==> src/assert_macros.svh <==
// ----------------------------------------------------------------------------
// assert_macros
// Assertion helpers for the sender block. Both expect clk and rst_n in scope.
// ----------------------------------------------------------------------------
`ifndef ASSERT_MACROS_SVH
`define ASSERT_MACROS_SVH
`ifndef SYNTHESIS
// property checked on every edge outside reset
`define GBNFR_ASSERT(lbl, prop) \
  lbl: assert property (@(posedge clk) disable iff (!rst_n) (prop)) \
    else $error("gbnfr assertion failed");
// antecedent implies consequent in the same cycle
`define GBNFR_ASSERT_IMP(lbl, ante, cons) \
  lbl: assert property (@(posedge clk) disable iff (!rst_n) (ante) |-> (cons)) \
    else $error("gbnfr implication failed");
`else
`define GBNFR_ASSERT(lbl, prop)
`define GBNFR_ASSERT_IMP(lbl, ante, cons)
`endif
`endif

==> src/gbnfr_pkg.sv <==
// ----------------------------------------------------------------------------
// gbnfr_pkg
// Shared types and codes of the go-back-N sender: opcodes, timer commands,
// register indexes, the packet word and the queue word.
// ----------------------------------------------------------------------------
package gbnfr_pkg;

  localparam int CFG_W  = 3;
  localparam int SEQ_W  = 3;
  localparam int LOW_W  = 64;
  localparam int MID_W  = 64;
  localparam int HIGH_W = 40;
  localparam int CHK_W  = 16;

  // input opcodes
  localparam logic [1:0] OP_SEND    = 2'd0;
  localparam logic [1:0] OP_ACK     = 2'd1;
  localparam logic [1:0] OP_TIMEOUT = 2'd2;

  // timer commands
  localparam logic [1:0] TMR_LEAVE   = 2'd0;
  localparam logic [1:0] TMR_RESTART = 2'd1;
  localparam logic [1:0] TMR_STOP    = 2'd2;

  // configuration register indexes
  localparam logic REG_WINDOW_SIZE   = 1'b0;
  localparam logic REG_DUP_THRESHOLD = 1'b1;

  localparam logic [CFG_W-1:0] WINDOW_SIZE_RST   = 3'd4;
  localparam logic [CFG_W-1:0] DUP_THRESHOLD_RST = 3'd3;

  // classified command handed from front to back
  typedef enum logic [1:0] {
    CMD_NONE    = 2'd0,
    CMD_SEND    = 2'd1,
    CMD_ACK     = 2'd2,
    CMD_TIMEOUT = 2'd3
  } cmd_t;

  typedef struct packed {
    logic [LOW_W-1:0]  low;
    logic [MID_W-1:0]  mid;
    logic [HIGH_W-1:0] high;
    logic [CHK_W-1:0]  chk;
  } pkt_t;

  typedef struct packed {
    cmd_t             cmd;
    pkt_t             pkt;
    logic [SEQ_W-1:0] ack_number;
    logic             ack_in_range;
  } qent_t;

endpackage

==> src/gbnfr_front.sv <==
// ----------------------------------------------------------------------------
// gbnfr_front
// Takes input words, classifies them into commands and holds them in a
// two-entry queue for the back end.
// ----------------------------------------------------------------------------
module gbnfr_front #(
  parameter int SEQ_SPACE = 8
) (
  input  logic                          clk,
  input  logic                          rst_n,
  input  logic                          in_valid,
  output logic                          in_ready,
  input  logic [1:0]                    in_op,
  input  logic [gbnfr_pkg::LOW_W-1:0]   in_payload_low,
  input  logic [gbnfr_pkg::MID_W-1:0]   in_payload_mid,
  input  logic [gbnfr_pkg::HIGH_W-1:0]  in_payload_high,
  input  logic [gbnfr_pkg::CHK_W-1:0]   in_data_checksum,
  input  logic [gbnfr_pkg::SEQ_W-1:0]   in_ack_number,
  input  logic                          in_ack_checksum_ok,
  output logic                          q_valid,
  input  logic                          q_ready,
  output gbnfr_pkg::qent_t              q_data
);
  import gbnfr_pkg::*;

  qent_t       ent;
  qent_t       qe_r [2];
  logic        wr_ptr_r, wr_ptr_nxt;
  logic        rd_ptr_r, rd_ptr_nxt;
  logic [1:0]  count_r, count_nxt;
  logic        push, pop;

  // classify the incoming word
  always_comb begin
    ent              = '0;
    ent.pkt.low      = in_payload_low;
    ent.pkt.mid      = in_payload_mid;
    ent.pkt.high     = in_payload_high;
    ent.pkt.chk      = in_data_checksum;
    ent.ack_number   = in_ack_number;
    ent.ack_in_range = ({29'd0, in_ack_number} < 32'(SEQ_SPACE));
    case (in_op)
      OP_SEND:    ent.cmd = CMD_SEND;
      OP_ACK:     ent.cmd = in_ack_checksum_ok ? CMD_ACK : CMD_NONE;
      OP_TIMEOUT: ent.cmd = CMD_TIMEOUT;
      default:    ent.cmd = CMD_NONE;
    endcase
  end

  assign in_ready = (count_r != 2'd2);
  assign push     = in_valid && in_ready;
  assign q_valid  = (count_r != 2'd0);
  assign pop      = q_valid && q_ready;
  assign q_data   = qe_r[rd_ptr_r];

  // queue pointers
  always_comb begin
    wr_ptr_nxt = push ? ~wr_ptr_r : wr_ptr_r;
    rd_ptr_nxt = pop ? ~rd_ptr_r : rd_ptr_r;
    count_nxt  = count_r + {1'b0, push} - {1'b0, pop};
  end

  always_ff @(posedge clk) begin
    if (!rst_n) begin
      wr_ptr_r <= 1'b0;
      rd_ptr_r <= 1'b0;
      count_r  <= 2'd0;
    end else begin
      wr_ptr_r <= wr_ptr_nxt;
      rd_ptr_r <= rd_ptr_nxt;
      count_r  <= count_nxt;
    end
  end

  // queue storage
  always_ff @(posedge clk) begin
    if (push) begin
      qe_r[wr_ptr_r] <= ent;
    end
  end

endmodule

==> src/gbnfr_back.sv <==
// ----------------------------------------------------------------------------
// gbnfr_back
// Executes queued commands against the window pointers and packet store, and
// holds each result in an output stage until it is taken.
// ----------------------------------------------------------------------------
module gbnfr_back #(
  parameter int SEQ_SPACE = 8
) (
  input  logic                          clk,
  input  logic                          rst_n,
  input  logic                          q_valid,
  output logic                          q_ready,
  input  gbnfr_pkg::qent_t              q_data,
  input  logic [gbnfr_pkg::CFG_W-1:0]   window_size,
  input  logic [gbnfr_pkg::CFG_W-1:0]   dup_threshold,
  output logic                          out_valid,
  input  logic                          out_ready,
  output logic                          out_send_accepted,
  output logic                          out_window_full,
  output logic                          out_packet_valid,
  output logic [gbnfr_pkg::SEQ_W-1:0]   out_packet_seq,
  output logic [gbnfr_pkg::LOW_W-1:0]   out_packet_payload_low,
  output logic [gbnfr_pkg::MID_W-1:0]   out_packet_payload_mid,
  output logic [gbnfr_pkg::HIGH_W-1:0]  out_packet_payload_high,
  output logic [gbnfr_pkg::CHK_W-1:0]   out_packet_checksum,
  output logic [1:0]                    out_timer_command
);
  import gbnfr_pkg::*;

  localparam int PW = (SEQ_SPACE > 1) ? $clog2(SEQ_SPACE) : 1;
  localparam int CW = (PW > CFG_W) ? PW : CFG_W;
  localparam logic [PW:0]   SPACE = (PW+1)'(SEQ_SPACE);
  localparam logic [PW-1:0] LAST  = PW'(SEQ_SPACE - 1);
  localparam logic [CW-1:0] WMAX  = CW'(SEQ_SPACE - 1);

  function automatic logic [PW-1:0] ptr_inc(input logic [PW-1:0] p);
    return (p == LAST) ? '0 : p + 1'b1;
  endfunction

  // (a - b) modulo the sequence space
  function automatic logic [PW-1:0] ptr_diff(input logic [PW-1:0] a,
                                             input logic [PW-1:0] b);
    logic [PW:0] t;
    t = {1'b0, a} - {1'b0, b};
    if (a < b) t = t + SPACE;
    return t[PW-1:0];
  endfunction

  // window state
  logic [PW-1:0]    base_r, base_nxt;
  logic [PW-1:0]    next_r, next_nxt;
  logic [CFG_W-1:0] dup_r, dup_nxt;

  // output stage
  logic             a_valid_r;
  logic             acc_r, full_r, pv_r, fs_r;
  logic [PW-1:0]    seq_r;
  logic [1:0]       tmr_r;
  pkt_t             item_r;
  pkt_t             rd_r;

  // packet store
  pkt_t             mem [SEQ_SPACE];

  logic             advance;
  logic [CW-1:0]    win_eff;
  logic [PW-1:0]    cnt, ack_p, off, ack_inc;
  logic [CFG_W-1:0] dup_inc;
  logic             in_win;
  logic             mem_we;
  logic             acc, full, pv, fs;
  logic [PW-1:0]    seq;
  logic [1:0]       tmr;
  pkt_t             emit;

  assign q_ready = !a_valid_r || out_ready;
  assign advance = q_valid && q_ready;

  // execute one command
  always_comb begin
    win_eff  = (CW'(window_size) > WMAX) ? WMAX : CW'(window_size);
    cnt      = ptr_diff(next_r, base_r);
    ack_p    = PW'(q_data.ack_number);
    off      = ptr_diff(ack_p, base_r);
    ack_inc  = ptr_inc(ack_p);
    in_win   = q_data.ack_in_range && (off < cnt);
    dup_inc  = dup_r + 1'b1;
    base_nxt = base_r;
    next_nxt = next_r;
    dup_nxt  = dup_r;
    mem_we   = 1'b0;
    acc      = 1'b0;
    pv       = 1'b0;
    fs       = 1'b0;
    seq      = '0;
    tmr      = TMR_LEAVE;
    case (q_data.cmd)
      CMD_SEND: begin
        if (CW'(cnt) < win_eff) begin
          mem_we   = 1'b1;
          acc      = 1'b1;
          pv       = 1'b1;
          seq      = next_r;
          tmr      = (base_r == next_r) ? TMR_RESTART : TMR_LEAVE;
          next_nxt = ptr_inc(next_r);
        end
      end
      CMD_ACK: begin
        if (cnt != '0) begin
          if (in_win) begin
            base_nxt = ack_inc;
            dup_nxt  = '0;
            tmr      = (ack_inc == next_r) ? TMR_STOP : TMR_RESTART;
          end else if (dup_inc >= dup_threshold) begin
            pv      = 1'b1;
            fs      = 1'b1;
            seq     = base_r;
            tmr     = TMR_RESTART;
            dup_nxt = '0;
          end else begin
            dup_nxt = dup_inc;
          end
        end
      end
      CMD_TIMEOUT: begin
        if (base_r != next_r) begin
          pv  = 1'b1;
          fs  = 1'b1;
          seq = base_r;
          tmr = TMR_RESTART;
        end else begin
          tmr = TMR_STOP;
        end
      end
      default: begin
      end
    endcase
    full = (CW'(ptr_diff(next_nxt, base_nxt)) >= win_eff);
  end

  // state and output stage control
  always_ff @(posedge clk) begin
    if (!rst_n) begin
      base_r    <= '0;
      next_r    <= '0;
      dup_r     <= '0;
      a_valid_r <= 1'b0;
    end else begin
      if (q_ready) begin
        a_valid_r <= q_valid;
      end
      if (advance) begin
        base_r <= base_nxt;
        next_r <= next_nxt;
        dup_r  <= dup_nxt;
      end
    end
  end

  // result payload
  always_ff @(posedge clk) begin
    if (advance) begin
      acc_r  <= acc;
      full_r <= full;
      pv_r   <= pv;
      fs_r   <= fs;
      seq_r  <= seq;
      tmr_r  <= tmr;
      item_r <= q_data.pkt;
    end
  end

  // store write at next_seq, resend read at base
  always_ff @(posedge clk) begin
    if (advance && mem_we) begin
      mem[next_r] <= q_data.pkt;
    end
    if (advance && fs) begin
      rd_r <= mem[base_r];
    end
  end

  // drive the result word
  always_comb begin
    emit = '0;
    if (pv_r) begin
      emit = fs_r ? rd_r : item_r;
    end
  end

  assign out_valid               = a_valid_r;
  assign out_send_accepted       = acc_r;
  assign out_window_full         = full_r;
  assign out_packet_valid        = pv_r;
  assign out_packet_seq          = SEQ_W'(seq_r);
  assign out_packet_payload_low  = emit.low;
  assign out_packet_payload_mid  = emit.mid;
  assign out_packet_payload_high = emit.high;
  assign out_packet_checksum     = emit.chk;
  assign out_timer_command       = tmr_r;

endmodule

==> src/go_back_n_sender_fast_retransmit.sv <==
// ----------------------------------------------------------------------------
// go_back_n_sender_fast_retransmit
// Go-back-N ARQ sender with one timer and duplicate-ack fast retransmit.
// ----------------------------------------------------------------------------
// One word is taken per clock while the receiver keeps taking results, and
// every word gives exactly one result word. A taken word is registered in the
// front classify queue, then the back end updates base, next sequence number
// and duplicate count and registers the result, which sets the rate of one
// word per cycle. While the receiver holds off, up to three words are held
// (two queued, one result) before the input stalls. The packet store holds
// SEQ_SPACE entries, is not cleared at reset, and only outstanding entries
// are ever resent.
// Configuration writes are always taken (cfg_ready is tied high) and should
// come while no word is in flight.
module go_back_n_sender_fast_retransmit #(
  parameter int SEQ_SPACE = 8
) (
  input  logic                          clk,
  input  logic                          rst_n,
  input  logic                          cfg_valid,
  output logic                          cfg_ready,
  input  logic                          cfg_index,
  input  logic [gbnfr_pkg::CFG_W-1:0]   cfg_data,
  input  logic                          in_valid,
  output logic                          in_ready,
  input  logic [1:0]                    in_op,
  input  logic [gbnfr_pkg::LOW_W-1:0]   in_payload_low,
  input  logic [gbnfr_pkg::MID_W-1:0]   in_payload_mid,
  input  logic [gbnfr_pkg::HIGH_W-1:0]  in_payload_high,
  input  logic [gbnfr_pkg::CHK_W-1:0]   in_data_checksum,
  input  logic [gbnfr_pkg::SEQ_W-1:0]   in_ack_number,
  input  logic                          in_ack_checksum_ok,
  output logic                          out_valid,
  input  logic                          out_ready,
  output logic                          out_send_accepted,
  output logic                          out_window_full,
  output logic                          out_packet_valid,
  output logic [gbnfr_pkg::SEQ_W-1:0]   out_packet_seq,
  output logic [gbnfr_pkg::LOW_W-1:0]   out_packet_payload_low,
  output logic [gbnfr_pkg::MID_W-1:0]   out_packet_payload_mid,
  output logic [gbnfr_pkg::HIGH_W-1:0]  out_packet_payload_high,
  output logic [gbnfr_pkg::CHK_W-1:0]   out_packet_checksum,
  output logic [1:0]                    out_timer_command
);
  import gbnfr_pkg::*;

`include "assert_macros.svh"

  logic [CFG_W-1:0] window_size_r, window_size_nxt;
  logic [CFG_W-1:0] dup_threshold_r, dup_threshold_nxt;
  logic             q_valid, q_ready;
  qent_t            q_data;

  // configuration registers
  assign cfg_ready = 1'b1;

  always_comb begin
    window_size_nxt   = window_size_r;
    dup_threshold_nxt = dup_threshold_r;
    if (cfg_valid) begin
      case (cfg_index)
        REG_WINDOW_SIZE:   window_size_nxt   = cfg_data;
        REG_DUP_THRESHOLD: dup_threshold_nxt = cfg_data;
        default: begin
        end
      endcase
    end
  end

  always_ff @(posedge clk) begin
    if (!rst_n) begin
      window_size_r   <= WINDOW_SIZE_RST;
      dup_threshold_r <= DUP_THRESHOLD_RST;
    end else begin
      window_size_r   <= window_size_nxt;
      dup_threshold_r <= dup_threshold_nxt;
    end
  end

  gbnfr_front #(
    .SEQ_SPACE (SEQ_SPACE)
  ) u_front (
    .clk                (clk),
    .rst_n              (rst_n),
    .in_valid           (in_valid),
    .in_ready           (in_ready),
    .in_op              (in_op),
    .in_payload_low     (in_payload_low),
    .in_payload_mid     (in_payload_mid),
    .in_payload_high    (in_payload_high),
    .in_data_checksum   (in_data_checksum),
    .in_ack_number      (in_ack_number),
    .in_ack_checksum_ok (in_ack_checksum_ok),
    .q_valid            (q_valid),
    .q_ready            (q_ready),
    .q_data             (q_data)
  );

  gbnfr_back #(
    .SEQ_SPACE (SEQ_SPACE)
  ) u_back (
    .clk                     (clk),
    .rst_n                   (rst_n),
    .q_valid                 (q_valid),
    .q_ready                 (q_ready),
    .q_data                  (q_data),
    .window_size             (window_size_r),
    .dup_threshold           (dup_threshold_r),
    .out_valid               (out_valid),
    .out_ready               (out_ready),
    .out_send_accepted       (out_send_accepted),
    .out_window_full         (out_window_full),
    .out_packet_valid        (out_packet_valid),
    .out_packet_seq          (out_packet_seq),
    .out_packet_payload_low  (out_packet_payload_low),
    .out_packet_payload_mid  (out_packet_payload_mid),
    .out_packet_payload_high (out_packet_payload_high),
    .out_packet_checksum     (out_packet_checksum),
    .out_timer_command       (out_timer_command)
  );

  // a full queue means the back end is holding a stalled result
  `GBNFR_ASSERT_IMP(a_full_queue_has_result, !in_ready, out_valid)
  // an accepted send always emits and never stops the timer
  `GBNFR_ASSERT_IMP(a_send_emits, out_valid && out_send_accepted,
                    out_packet_valid && out_timer_command != TMR_STOP)
  // stopping the timer means the window is empty: nothing is sent
  `GBNFR_ASSERT_IMP(a_stop_no_packet, out_valid && out_timer_command == TMR_STOP,
                    !out_packet_valid && !out_send_accepted)

endmodule
==> config.mk <==
export PLATFORM = sky130hd
export DESIGN_NAME = go_back_n_sender_fast_retransmit
export DESIGN_NICKNAME = d
export VERILOG_FILES = /design/src/gbnfr_pkg.sv /design/src/gbnfr_front.sv /design/src/gbnfr_back.sv /design/src/go_back_n_sender_fast_retransmit.sv
export VERILOG_INCLUDE_DIRS = /design/src /design/src/src
export SDC_FILE = /design/constraint.sdc
export NUM_CORES = 2
export LEC_CHECK = 0
export BUFFER_PORTS_ARGS = -buffer_cell sky130_fd_sc_hd__buf_2
export CAP_MARGIN = 20
export CORE_MARGIN = 2
export CORE_UTILIZATION = 55
export CTS_CLUSTER_DIAMETER = 200
export DETAILED_ROUTE_END_ITERATION = 10
export GPL_TIMING_DRIVEN = 0
export PLACE_DENSITY = 0.73
export SLEW_MARGIN = 40
export SYNTH_ARGS = -nofsm -noshare
export SYNTH_HDL_FRONTEND = slang
export SYNTH_SLANG_ARGS = --single-unit
==> constraint.sdc <==
create_clock -name clk -period 26.4 [get_ports clk]
set_input_delay 1.32 -clock clk [delete_from_list [all_inputs] [get_ports clk]]
set_output_delay 1.32 -clock clk [all_outputs]
set_load 0.05 [all_outputs]
==> metrics.txt <==
Post-synth EDFFs 2227; critical path class register to register; Hold WC Path Type register to register; max cap viols 0; Avg Inst Size Synth 22.83 sq um; ys async rst share 0%; # port buffers 392; library cells used by synthesis 46; H-tree depth 4; initial drt markers 4117; Main synth FF type edfxtp_1; # Post-CTS Setup Buffers 0; I/O Pins 394; Yosys top cell by area edfxtp_1; Syn Inst Count 3711; outcome completed; GP Congestion 0.7571; sequential area share after synthesis 79.42%; YS warnings 0; area grow syn2layout 17.53%; Post-DP HPWL 124900 microns; Syn Nets 3934; vias in the first global route 41083; Peak VDD IR 86.79 uV; Final #Nets 4846; top-count cell post-synth edfxtp_1; max_slew headroom 38.46%; DRT Pass-1 Iters 5; drt drc 0; DR top layer met5; Die ar. 0.1572 sq mm; Starting Density 55.20%; RSZ-0062 raised after global routing false; post-route ant nets 0; CP endpoint kind register; fmax 143.9 MHz; Final setup violation count 0; worst reg2reg startpoint u_back.base_r[1]; antenna violations before repair 23; Worst Path Max Fanout 10; core area 0.1535 sq mm; clock-pin transition on the worst setup and hold timing paths roughly 0.060 ns; chip width 396.5 microns; TritonCTS Buffers 215; Hold Startpoint u_back.dup_r[1]; top cells by area, synth edfxtp_1 (79%), mux4_2 (9.8%), mux2_1 (2.5%); first-pass GRT wire length ~270000 microns; cts repair resizes 0; # placed instances 6449; Mapped Area 0.08474 sq mm; overall power between 9000 and 10000 uW; Critical Path AT 7.46 ns; std cell rows 144; global-route usage over all layers 23.87%; Synth top cells by count edfxtp_1 (2227), mux4_2 (368), nor2b_1 (193); routed wire length 186700 microns; hold buffer count at cts 0; Final Max Slew Viols 0; Yosys reg bits between 2000 and 2500; wl on met1 74220 microns; largest net degree at the start of global routing 61; wire length on met2 93740 microns; CTS tree yes; final hold vios 0; post-synth top area share 78.92%; Power Dens Cells 97.74 mW/mm^2; Die Height 396.5 microns; clock sink count between 2000 and 2500; final setup skew 0.06525 ns; Period minus WS final roughly 7.0 ns; WP data required 26.91 ns; Routed met3 length 13790 microns; drt wl/cell approximately 27 microns; Worst Tran Pin Value about 0.92 ns; CTS Buffer Depth 3; Post-Layout Cell Count 6858; clk_lat worst skew 0.87 ns; # fillers 9964; Leakage 0.03324 uW; layout cells sized above 1 34.40%; Congestion Overflow GR 0; CTS root buf clkbuf_16; Finished Core Util 64.88%; Vias/cell 5.825; Startpoint Class register; crit path launch u_back.base_r[1]; Final period util 26.33%; via count 39947
## metrics by stage
stage	TNS (ns)	hold WS (ns)	area [sq um]	worst slack, ns
floorplan	0	0.4345	84740	3.513
global placement	-9939.42	0.4427	89260	-18.78
detailed placement	0	0.4678	92560	19.36
CTS	0	0.4764	99550	19.32
global route	0	0.4962	99580	18.91
finish	0	0.4746	99590	19.45
## metal layers
layer | up-vias | global-route usage [%]
met5 | - | 0
met4 | 12 | 7.605
met3 | 292 | 5.027
met2 | 1499 | 39.13
met1 | 21048 | 32.39
li1 | 17096 | -
## critical path, stage by stage (launching register included)
cell	delay [ns]
dfxtp_1	0.34
clkbuf_2	0.39
clkbuf_2	0.57
clkbuf_1	0.59
inv_1	0.28
fa_1	0.46
xnor3_1	0.32
ha_1	0.27
o21a_1	0.11
a221oi_1	0.47
buf_2	0.32
nand2_1	0.23
nor4_2	0.35
buf_2	0.28
buf_2	0.20
buf_2	0.20
buf_2	0.20
buf_2	0.20
buf_2	0.19
buf_2	0.21
buf_2	0.22
buf_2	0.22
## power by group
part	leakage [uW]	total [uW]	internal, uW	switching (uW)
combinational	0.00941	2140	633	1510
clock	0.00339	3010	1690	1320
sequential	0.0204	4580	4510	76.1
total	0.0332	9730	6830	2900
## path summary, 6_finish.rpt
path         slack [ns]                 end  depth (start not counted)
max               19.45  u_back.mem[0][114]                         21
max reg2reg       19.45  u_back.mem[0][114]                         21
min                0.47     u_back.dup_r[1]                          2
min reg2reg        0.47     u_back.dup_r[1]                          2
## kinds of logic (layout without fill, tap and decap cells)
family          count (synthesis)  in the layout  synth area share, %
compound gates                 32             32               0.2791
xor+xnor                       13             13               0.1506
fa+ha+maj                      24             24               0.3810
buf+inv                       194           1288               0.9169
flops                        2248           2248                79.42
mux                           931            931                16.98
other cells                     1             10             0.004425
simple gates                  268            268                1.872
## sequential cells by signal, summed over array words and instances (netlist names), 2 cells and up, named ones only
signal,cells
u_front.qe_r,378
u_back.mem,1472
u_back.next_r,3
u_back.out_packet_seq,3
u_back.item_r,184
dup_threshold_r,3
u_back.out_timer_command,2
window_size_r,3
u_back.rd_r,184
u_front.count_r,2
u_back.dup_r,3
u_back.base_r,3
## cell usage in the layout (no fill, tap or decap), types with 5 or more instances in the layout
| cell type | Yosys | routed |
|---|---|---|
| buf_12 | 0 | 14 |
| clkinv_2 | 0 | 45 |
| nand2_1 | 26 | 26 |
| mux4_2 | 368 | 368 |
| a21boi_1 | 6 | 6 |
| diode_2 | 0 | 9 |
| mux2_1 | 186 | 186 |
| mux2_2 | 186 | 186 |
| nand3_1 | 8 | 8 |
| nor2_1 | 9 | 5 |
| clkbuf_2 | 0 | 23 |
| ha_1 | 21 | 21 |
| mux2i_1 | 191 | 191 |
| buf_2 | 33 | 569 |
| clkinvlp_4 | 0 | 8 |
| inv_1 | 18 | 18 |
| edfxtp_1 | 2227 | 2227 |
| buf_8 | 0 | 30 |
| clkbuf_16 | 0 | 215 |
| o21ai_0 | 5 | 5 |
| bufinv_16 | 0 | 19 |
| and2_1 | 7 | 6 |
| buf_1 | 52 | 23 |
| buf_4 | 2 | 98 |
| clkinv_16 | 0 | 9 |
| nor2b_1 | 193 | 193 |
| clkinv_1 | 0 | 56 |
| xnor2_1 | 8 | 8 |
| buf_16 | 0 | 40 |
| clkbuf_1 | 87 | 105 |
| dfxtp_1 | 21 | 21 |
## final cells by class
cell class                      instances  area, sq um  area share [%]
Tap cell                             2044         2557           2.568
Timing Repair Buffer                  695         5155           5.176
Clock inverter                        146         1460           1.466
Antenna cell                            9        22.52         0.02261
Inverter                               20        82.58         0.08292
Clock buffer                          253         5523           5.546
Multi-Input combinational cell       1269        16730           16.80
Buffer                                174        765.7          0.7689
Sequential cell                      2248        67290           67.57
No activity file was read; power rests on OpenSTA's default activity.
